## src/sv/kwtab_pkg.sv

```systemverilog
// Shared types, operation codes and character helpers for the keyword table.
`timescale 1ns / 1ps

package kwtab_pkg;

    localparam int KEY_CHARS    = 8;
    localparam int PREFIX_CHARS = 5;
    localparam int CHAR_W       = 8;
    localparam int KEY_W        = KEY_CHARS * CHAR_W;
    localparam int PREFIX_W     = PREFIX_CHARS * CHAR_W;
    localparam int POS_W        = 6;
    localparam int COUNT_W      = 7;

    localparam logic [1:0] OP_CLEAR  = 2'd0;
    localparam logic [1:0] OP_APPEND = 2'd1;
    localparam logic [1:0] OP_LOOKUP = 2'd2;

    localparam logic [CHAR_W-1:0] CHAR_SPACE = 8'h20;
    localparam logic [CHAR_W-1:0] CHAR_ZERO  = 8'h30;
    localparam logic [CHAR_W-1:0] CHAR_NINE  = 8'h39;

    typedef struct packed {
        logic [1:0]       operation;
        logic [KEY_W-1:0] keyword;
    } kwtab_in_t;

    typedef struct packed {
        logic               status;
        logic               exact_hit;
        logic               near_hit;
        logic [POS_W-1:0]   position;
        logic [COUNT_W-1:0] entry_count;
    } kwtab_out_t;

    function automatic logic digit_or_space(input logic [CHAR_W-1:0] ch);
        return ((ch >= CHAR_ZERO) && (ch <= CHAR_NINE)) || (ch == CHAR_SPACE);
    endfunction

    function automatic logic numbered_tail(input logic [KEY_W-1:0] word);
        logic ok;
        ok = 1'b1;
        for (int i = 0; i < KEY_CHARS - PREFIX_CHARS; i++) begin
            ok = ok & digit_or_space(word[i*CHAR_W +: CHAR_W]);
        end
        return ok;
    endfunction

endpackage

```

## src/sv/keyword_table_exact_near_search.sv

```systemverilog
// Keyword table with clear, append and sequential exact / numbered-prefix lookup.
`timescale 1ns / 1ps

// A word is taken when start is high and busy is low; its result appears on
// result for one cycle with done high and must be captured then. Clear,
// append and unused codes answer in the cycle after they are taken and leave
// busy low. A lookup reads the keyword memory one entry per cycle through
// its single registered read port, so it answers once every held entry has
// been compared (earlier on an exact hit); busy is high meanwhile.
// Stored words are not cleared by reset or by the clear operation, only
// the entry count is.
module keyword_table_exact_near_search #(
    parameter int TABLE_DEPTH = 64
) (
    input  logic                  clk,
    input  logic                  rst_n,
    input  logic                  start,
    input  kwtab_pkg::kwtab_in_t  cmd,
    output logic                  busy,
    output logic                  done,
    output kwtab_pkg::kwtab_out_t result
);
    import kwtab_pkg::*;

    localparam int AW = $clog2(TABLE_DEPTH);
    localparam int CW = $clog2(TABLE_DEPTH + 1);

    typedef enum logic {ST_IDLE, ST_SCAN} state_t;

    state_t             state_reg, state_next;
    logic [CW-1:0]      count_reg, count_next;
    logic [CW-1:0]      issue_reg, issue_next;
    logic               rd_vld_reg, rd_vld_next;
    logic [AW-1:0]      rd_idx_reg, rd_idx_next;
    logic               near_found_reg, near_found_next;
    logic [AW-1:0]      near_idx_reg, near_idx_next;
    logic [KEY_W-1:0]   key_reg, key_next;
    logic               done_reg, done_next;
    kwtab_out_t         result_reg, result_next;

    logic [KEY_W-1:0]   mem [TABLE_DEPTH];
    logic [KEY_W-1:0]   rd_data_reg;
    logic               wr_en;
    logic               full;
    logic               issue;
    logic               exact_match;
    logic               near_match;

    assign full        = (count_reg == CW'(TABLE_DEPTH));
    assign issue       = (issue_reg != count_reg);
    assign exact_match = (rd_data_reg == key_reg);
    assign near_match  = (rd_data_reg[KEY_W-1 -: PREFIX_W] == key_reg[KEY_W-1 -: PREFIX_W])
                         && numbered_tail(rd_data_reg);

    always_ff @(posedge clk)
    begin
        if (wr_en)
        begin
            mem[count_reg[AW-1:0]] <= cmd.keyword;
        end
        rd_data_reg <= mem[issue_reg[AW-1:0]];
    end

    always_comb
    begin
        state_next      = state_reg;
        count_next      = count_reg;
        issue_next      = issue_reg;
        rd_vld_next     = rd_vld_reg;
        rd_idx_next     = rd_idx_reg;
        near_found_next = near_found_reg;
        near_idx_next   = near_idx_reg;
        key_next        = key_reg;
        done_next       = 1'b0;
        result_next     = result_reg;
        wr_en           = 1'b0;

        unique case (state_reg)
            ST_IDLE:
            begin
                if (start)
                begin
                    result_next.status      = 1'b0;
                    result_next.exact_hit   = 1'b0;
                    result_next.near_hit    = 1'b0;
                    result_next.position    = '0;
                    result_next.entry_count = COUNT_W'(count_reg);
                    unique case (cmd.operation)
                        OP_CLEAR:
                        begin
                            count_next              = '0;
                            result_next.entry_count = '0;
                            done_next               = 1'b1;
                        end
                        OP_APPEND:
                        begin
                            if (full)
                            begin
                                result_next.status = 1'b1;
                            end
                            else
                            begin
                                wr_en                   = 1'b1;
                                count_next              = count_reg + CW'(1);
                                result_next.entry_count = COUNT_W'(count_reg + CW'(1));
                            end
                            done_next = 1'b1;
                        end
                        OP_LOOKUP:
                        begin
                            state_next      = ST_SCAN;
                            key_next        = cmd.keyword;
                            issue_next      = '0;
                            rd_vld_next     = 1'b0;
                            near_found_next = 1'b0;
                            near_idx_next   = '0;
                        end
                        default:
                        begin
                            done_next = 1'b1;
                        end
                    endcase
                end
            end
            ST_SCAN:
            begin
                rd_vld_next = issue;
                rd_idx_next = issue_reg[AW-1:0];
                if (issue)
                begin
                    issue_next = issue_reg + CW'(1);
                end
                result_next.status      = 1'b0;
                result_next.entry_count = COUNT_W'(count_reg);
                if (rd_vld_reg && exact_match)
                begin
                    state_next            = ST_IDLE;
                    rd_vld_next           = 1'b0;
                    done_next             = 1'b1;
                    result_next.exact_hit = 1'b1;
                    result_next.near_hit  = 1'b0;
                    result_next.position  = POS_W'(rd_idx_reg);
                end
                else
                begin
                    if (rd_vld_reg && near_match)
                    begin
                        near_found_next = 1'b1;
                        near_idx_next   = rd_idx_reg;
                    end
                    if (!rd_vld_reg && !issue)
                    begin
                        state_next            = ST_IDLE;
                        done_next             = 1'b1;
                        result_next.exact_hit = 1'b0;
                        result_next.near_hit  = near_found_reg;
                        result_next.position  = near_found_reg ? POS_W'(near_idx_reg) : '0;
                    end
                end
            end
            default:
            begin
                state_next = ST_IDLE;
            end
        endcase
    end

    always_ff @(posedge clk or negedge rst_n)
    begin
        if (!rst_n)
        begin
            state_reg      <= ST_IDLE;
            count_reg      <= '0;
            issue_reg      <= '0;
            rd_vld_reg     <= 1'b0;
            near_found_reg <= 1'b0;
            done_reg       <= 1'b0;
        end
        else
        begin
            state_reg      <= state_next;
            count_reg      <= count_next;
            issue_reg      <= issue_next;
            rd_vld_reg     <= rd_vld_next;
            near_found_reg <= near_found_next;
            done_reg       <= done_next;
        end
    end

    always_ff @(posedge clk)
    begin
        rd_idx_reg   <= rd_idx_next;
        near_idx_reg <= near_idx_next;
        key_reg      <= key_next;
        result_reg   <= result_next;
    end

    assign busy   = (state_reg == ST_SCAN);
    assign done   = done_reg;
    assign result = result_reg;

    a_done_not_busy: assert property (@(posedge clk) disable iff (!rst_n)
        done |-> !busy)
        else $error("done while lookup still running");

    a_hits_exclusive: assert property (@(posedge clk) disable iff (!rst_n)
        done |-> !(result.exact_hit && result.near_hit))
        else $error("exact and near hit both reported");

    a_count_range: assert property (@(posedge clk) disable iff (!rst_n)
        count_reg <= CW'(TABLE_DEPTH))
        else $error("entry count beyond table depth");

    a_refuse_only_full: assert property (@(posedge clk) disable iff (!rst_n)
        (done && result.status) |-> full)
        else $error("append refused while table not full");

    a_lookup_goes_busy: assert property (@(posedge clk) disable iff (!rst_n)
        (start && !busy && cmd.operation == OP_LOOKUP) |=> busy)
        else $error("lookup accepted without starting a scan");

endmodule

```

## config.mk

```make
export PLATFORM = sky130hd
export DESIGN_NAME = keyword_table_exact_near_search
export DESIGN_NICKNAME = d
export VERILOG_FILES = /design/src/sv/kwtab_pkg.sv /design/src/sv/keyword_table_exact_near_search.sv
export SDC_FILE = /design/constraint.sdc
export NUM_CORES = 2
export LEC_CHECK = 0
export ABC_CLOCK_PERIOD_IN_PS = 9050
export BUFFER_PORTS_ARGS = -buffer_cell sky130_fd_sc_hd__buf_2
export CORE_MARGIN = 4
export CORE_UTILIZATION = 55
export CTS_CLUSTER_DIAMETER = 30
export DETAILED_ROUTE_END_ITERATION = 6
export PLACE_DENSITY = 0.73
export SLEW_MARGIN = 20
export SYNTH_ARGS = -nofsm -noshare
export SYNTH_HDL_FRONTEND = slang
export SYNTH_SLANG_ARGS = --single-unit
```

## constraint.sdc

```tcl
create_clock -name clk -period 9.05 [get_ports clk]
set_clock_uncertainty 0.15 [all_clocks]
set_input_delay 1.81 -clock clk [delete_from_list [all_inputs] [get_ports clk]]
set_output_delay 1.81 -clock clk [all_outputs]
set_load 0.01 [all_outputs]
```

* Word-level counts from Yosys, hierarchy flattened
Memory sizes are Yosys's and may differ from the RTL's. A register that Yosys moved wholly into a read port is not among the register bits.
Cells that the tools add are included.
** Cells by class
- Bitwise operators :: 3
- Magnitude comparators :: 6
- Multiplexer cells :: 41
- Reductions and logical operators :: 19
- $add $sub $neg :: 2
- Equality and inequality tests :: 15
** Operators with widths (number)
- 64-bit == test :: 1
- 40-bit == test :: 1
- 16-bit case mux with 2 select lines :: 1
- 6-bit two-way mux :: 5
- 7-bit two-way mux :: 4
- 7-bit case mux with 2 select lines :: 2
- 8-bit by 6-bit == test with 1-bit output, second input constant :: 3
- 8-bit by 6-bit >= comparator with 1-bit output, second input constant :: 3
- 8-bit by 6-bit <= comparator with 1-bit output, second input constant :: 3
- 1-bit two-way mux :: 21
- 16-bit two-way mux :: 1
- 8-bit two-way mux :: 2
- 7-bit by 1-bit adder with 7-bit output, second input constant :: 2
- 6-bit case mux with 2 select lines :: 1
- 1-bit case mux with 2 select lines :: 4
- 7-bit == test, second input constant :: 1
- 1-bit logical AND :: 7
- 7-bit inequality test :: 1
- 2-bit by 1-bit inequality test with 1-bit output, second input constant :: 3
- 2-bit AND reduction :: 3
- 3-bit AND reduction :: 2
- 2-bit inequality test, second input constant :: 2
- 4-bit AND reduction :: 1
- 1-bit logical OR :: 3
- other kinds (7) :: 9
** Word-level totals
- Logic and storage cells :: 101
- Memories kept :: 1
- Bits in writable memories :: 4096
- Flip-flop bits (word level) :: 110
- Output and inout bits :: 18
- Input bits :: 69
** Memories
- mem :: depth 64, bits a word 64, rd ports 1, clocked after memory_dff 1, wr ports 1, line keyword_table_exact_near_search.sv:41 : logic [KEY_W-1:0] mem [TABLE_DEPTH];

* Logic depth before layout (Yosys ltp)
- Word-level depth :: 10
- Mapped depth :: 11

* Worst setup path before layout
Ideal clock, no wire load.
- Path type :: in2reg
- Start point :: in start
- End point :: mem mem[31][0] in the netlist's numbering (enable)
- Arrival time :: 8496 ps
- Stages :: 4
- Data required time :: 8253 ps
- Path slack :: -243 ps
- Buffers on the path :: 1
- Cell sequence :: inv_1 or3_1 clkbuf_1 nor4_1
** Between the ends
- Word-level cells in the longest chain between the ends :: 4
** RTL lines
- start: declaration :: line keyword_table_exact_near_search.sv:17 : input logic start,
- 1-bit two-way mux :: line keyword_table_exact_near_search.sv:81 : if (start)
- 1-bit two-way mux :: line keyword_table_exact_near_search.sv:78 : unique case (state_reg)
- 1-bit two-way mux :: line keyword_table_exact_near_search.sv:57 : if (wr_en)
- 1-bit two-way mux (implied by the code) :: line keyword_table_exact_near_search.sv:59 : mem[count_reg[AW-1:0]] <= cmd.keyword;
- end: declaration :: line keyword_table_exact_near_search.sv:41
Every way passes these cells.

* Final worst setup path
- Start point :: reg count_reg[5]
- End point :: mem mem[10][41] in the netlist's numbering (enable)
** Between the ends
- Word-level cells in the longest chain between the ends :: 7
** RTL lines
- start: declaration :: line keyword_table_exact_near_search.sv:31 : logic [CW-1:0] count_reg, count_next;
- start signal: assignment :: line keyword_table_exact_near_search.sv:182 : count_reg <= count_next;
- 7-bit == test :: line keyword_table_exact_near_search.sv:49 : assign full = (count_reg == CW'(TABLE_DEPTH));
- 1-bit two-way mux :: line keyword_table_exact_near_search.sv:97 : if (full)
- 1-bit two-way mux :: line keyword_table_exact_near_search.sv:88 : unique case (cmd.operation)
- 1-bit two-way mux :: line keyword_table_exact_near_search.sv:81
- 1-bit two-way mux :: line keyword_table_exact_near_search.sv:78
- 1-bit two-way mux :: line keyword_table_exact_near_search.sv:57
- 1-bit two-way mux (implied by the code) :: line keyword_table_exact_near_search.sv:59
Parallel ways exist; a longest one is shown, timed or not.

==> metrics <==
vias in the first global route=82.5k; Pins Over Slew Limit=0; Final Hold Viols=0; die width=550 um; outcome=completed; gpl congestion=0.874; multi-input combinational cell area=~33000 sq um; share of cells above drive strength 1=35.7%; Synth async-reset ratio=less than 1%; Clock Sinks=4270; Ys Warns=0; TNS Setup=0 ns; most common cell after layout, fill and taps aside=edfxtp_1; Worst Setup End Kind=flip-flop; simple-gate share of the synthesized area=less than 1%; DRC viols=0; Post-Place Cells=10.4k; Synth top area share=between 70 and 80%; Root Buffer=clkbuf_16; number of hold buffers added after cts=0; DIE AREA=302000 sq um; Core Box Area=292000 sq um; worst path arrival time=approximately 6.7 ns; Combinational Power Share=23.3%; Crit Path Max Fanout=46; GR Util All Layers=30.8%; clk slew on worst S/H paths=roughly 0.050 ns; Max clock buf depth=4; PD cells=331 nW/um^2; violation count after the first detailed-route iteration=around 15k; Post-Syn Instances=6545; H-tree level count=6; final worst setup slack=2.86 ns; Internal Power=44600 uW; initial core utilization=55.4%; nets=slightly above 7k; FP Rows=198; synth top area cells=edfxtp_1, mux4_2, dfxtp_1, mux2i_1, a22oi_1; FF+latch count, synth=between 4k and 5k; post-synthesis mux area share=between 10% and 20%; unrepaired setup endpoints after global routing=no; initial antenna violation count=31; syn_nets=6617; number of synthesized flops with an enable pin=roughly 4.2k; Max Fclk=0.162 GHz; first-pass GRT wire length=650000 um; Synth Area in Adders=0.0233%; Final Cycle Share=68.4%; Sequential Area=128000 sq um; Synth Area in XOR/XNOR=0.407%; Seq/Total Area, Yosys=79.0%; Antenna Violating Nets Remaining=0; CTS tree=done; fill cell count=17.3k; Chip Height=550 um; Compound-Gate Fraction of Synth Area=0.929%; synthesis-to-layout area growth=18.4%; # IOs=87; leak pwr=0.0608 uW; Max-slew headroom=13.4%; CTS Buf Count=655; Final Setup Violations=0; Peak supply drop=~320 uV; Detail Placement HPWL=236000 um; Cell Area, Synth=161000 sq um; total wire length=462000 um; Startpoint Class=flip-flop; clock network fraction of total power=between 40 and 50%; # resized after CTS=0; max reg flops=4096; worst skew pair latency=1.06 ns; most common flop cell mapped by yosys=edfxtp_1; post-placement setup slack=2.63 ns; worst slew pin tran=1.29 ns; vias post-DR=80.6k; Buffers on Ports=86; Yosys top cell by area=edfxtp_1; Psw=18700 uW; Tmin final=6.19 ns; setup bufs post-CTS=0; GR Overflow Total=0; drt pass-1 iters=6; Req. time, crit path=9.53 ns; main combinational cell family by area after synthesis=multiplexers; Vias/cell=6.91; Crit Path Class=flip-flop to flip-flop; commonest cells after routing, fill and taps aside=edfxtp_1, mux4_2, clkbuf_16; final core occ=65.6%; # Max-Cap Violations=0; WL per Instance=between 30 and 40 um; Final Instance Area=191000 sq um; worst min path class=flip-flop to flip-flop; sequential power share=35.4%; switch share=29.5%; synthesized area per cell=24.7 sq um; Finished Layout Cells=approximately 12k; Yosys cell types=between 50 and 60; area post-placement=168000 sq um; largest net degree at the start of global routing=124
critical path: stages, from the launching register on:
cell,delay (ns)
dfrtp_1,0.68
or3_1,0.87
o31ai_1,0.38
nor3_1,0.91
nand2_1,0.90
nor2_4,0.98
buf_4,0.79
cells in the mapped netlist, drive strengths merged, types with 3 or more instances:
| cell | number |
|---|---|
| mux2i | 83 |
| edfxtp | 4188 |
| buf | 184 |
| nand3 | 13 |
| mux4 | 1235 |
| and2 | 4 |
| nand2b | 5 |
| nand3b | 4 |
| mux2 | 11 |
| a21oi | 8 |
| xor2 | 16 |
| a31oi | 4 |
| nand2 | 107 |
| nand4 | 25 |
| and3 | 4 |
| dfxtp | 64 |
| a22oi | 99 |
| nor3 | 10 |
| nor2 | 93 |
| o22ai | 34 |
| inv | 16 |
| dfrtp | 18 |
| o211ai | 20 |
| nor4 | 7 |
| or2 | 4 |
| or3 | 3 |
| clkbuf | 158 |
| nor4b | 4 |
| xnor2 | 59 |
| o31ai | 5 |
| o41ai | 3 |
| nor2b | 9 |
| ha | 3 |
| o21ai | 24 |
worst paths after layout:
| path | startpoint | endpoint | slack (ns) | cells past startpoint |
|---|---|---|---|---|
| max | count_reg[5]$_DFFE_PN0P_ | mem[10][41]$_DFFE_PP_ | 2.86 | 6 |
| min | issue_reg[6]$_DFFE_PN0P_ | issue_reg[6]$_DFFE_PN0P_ | 0.38 | 1 |
| max reg2reg | count_reg[5]$_DFFE_PN0P_ | mem[10][41]$_DFFE_PP_ | 2.86 | 6 |
| min reg2reg | issue_reg[6]$_DFFE_PN0P_ | issue_reg[6]$_DFFE_PN0P_ | 0.38 | 1 |
| max in group asynchronous | rst_n | issue_reg[0]$_DFFE_PN0P_ | 7.76 | 1 |
| min in group asynchronous | rst_n | count_reg[4]$_DFFE_PN0P_ | 0.59 | 1 |
through the flow:
stage	total power, uW	hold WS (ns)
after floorplan	32000	0.270
after global placement	36900	0.355
after detailed placement	37000	0.370
after CTS	63200	0.380
after global routing	64900	0.400
final	63300	0.381
logic make-up (layout without fill, tap and decap cells):
kind of cell	after synthesis	in the layout
flops	4270	4270
mux	1329	1329
buf+inv	358	1575
simple gates	297	297
compound gates	213	213
xor+xnor	75	75
fa+ha+maj	3	3
other cells	0	7
per-layer routing:
layer	global-route usage [%]	wire length, um	share of wire [%]
met2	47.9	221000	48
met3	8.98	65700	14
met5	0	47	0.010
met4	12.2	21500	4.7
met1	41.7	153000	33
power groups by stage:
stage | clock network [uW] | registers, uW | logic (uW)
finish | 26100 | 22400 | 14800
global route | 27300 | 22400 | 15200
CTS | 26200 | 22400 | 14600
detailed placement | 0 | 22800 | 14200
global placement | 0 | 22800 | 14100
floorplan | 0 | 22500 | 9550
area by class of cell:
class | count | area share, %
timing repair buffer | 334 | 1.45
tap | 3900 | 2.55
clock buffer | 739 | 8.88
multi-input combinational | 1917 | 17.2
inverter | 16 | 0.0327
antenna | 7 | 0.00916
sequential | 4270 | 66.7
clock inverter | 486 | 3.19
No activity file was read; power rests on OpenSTA's default activity.
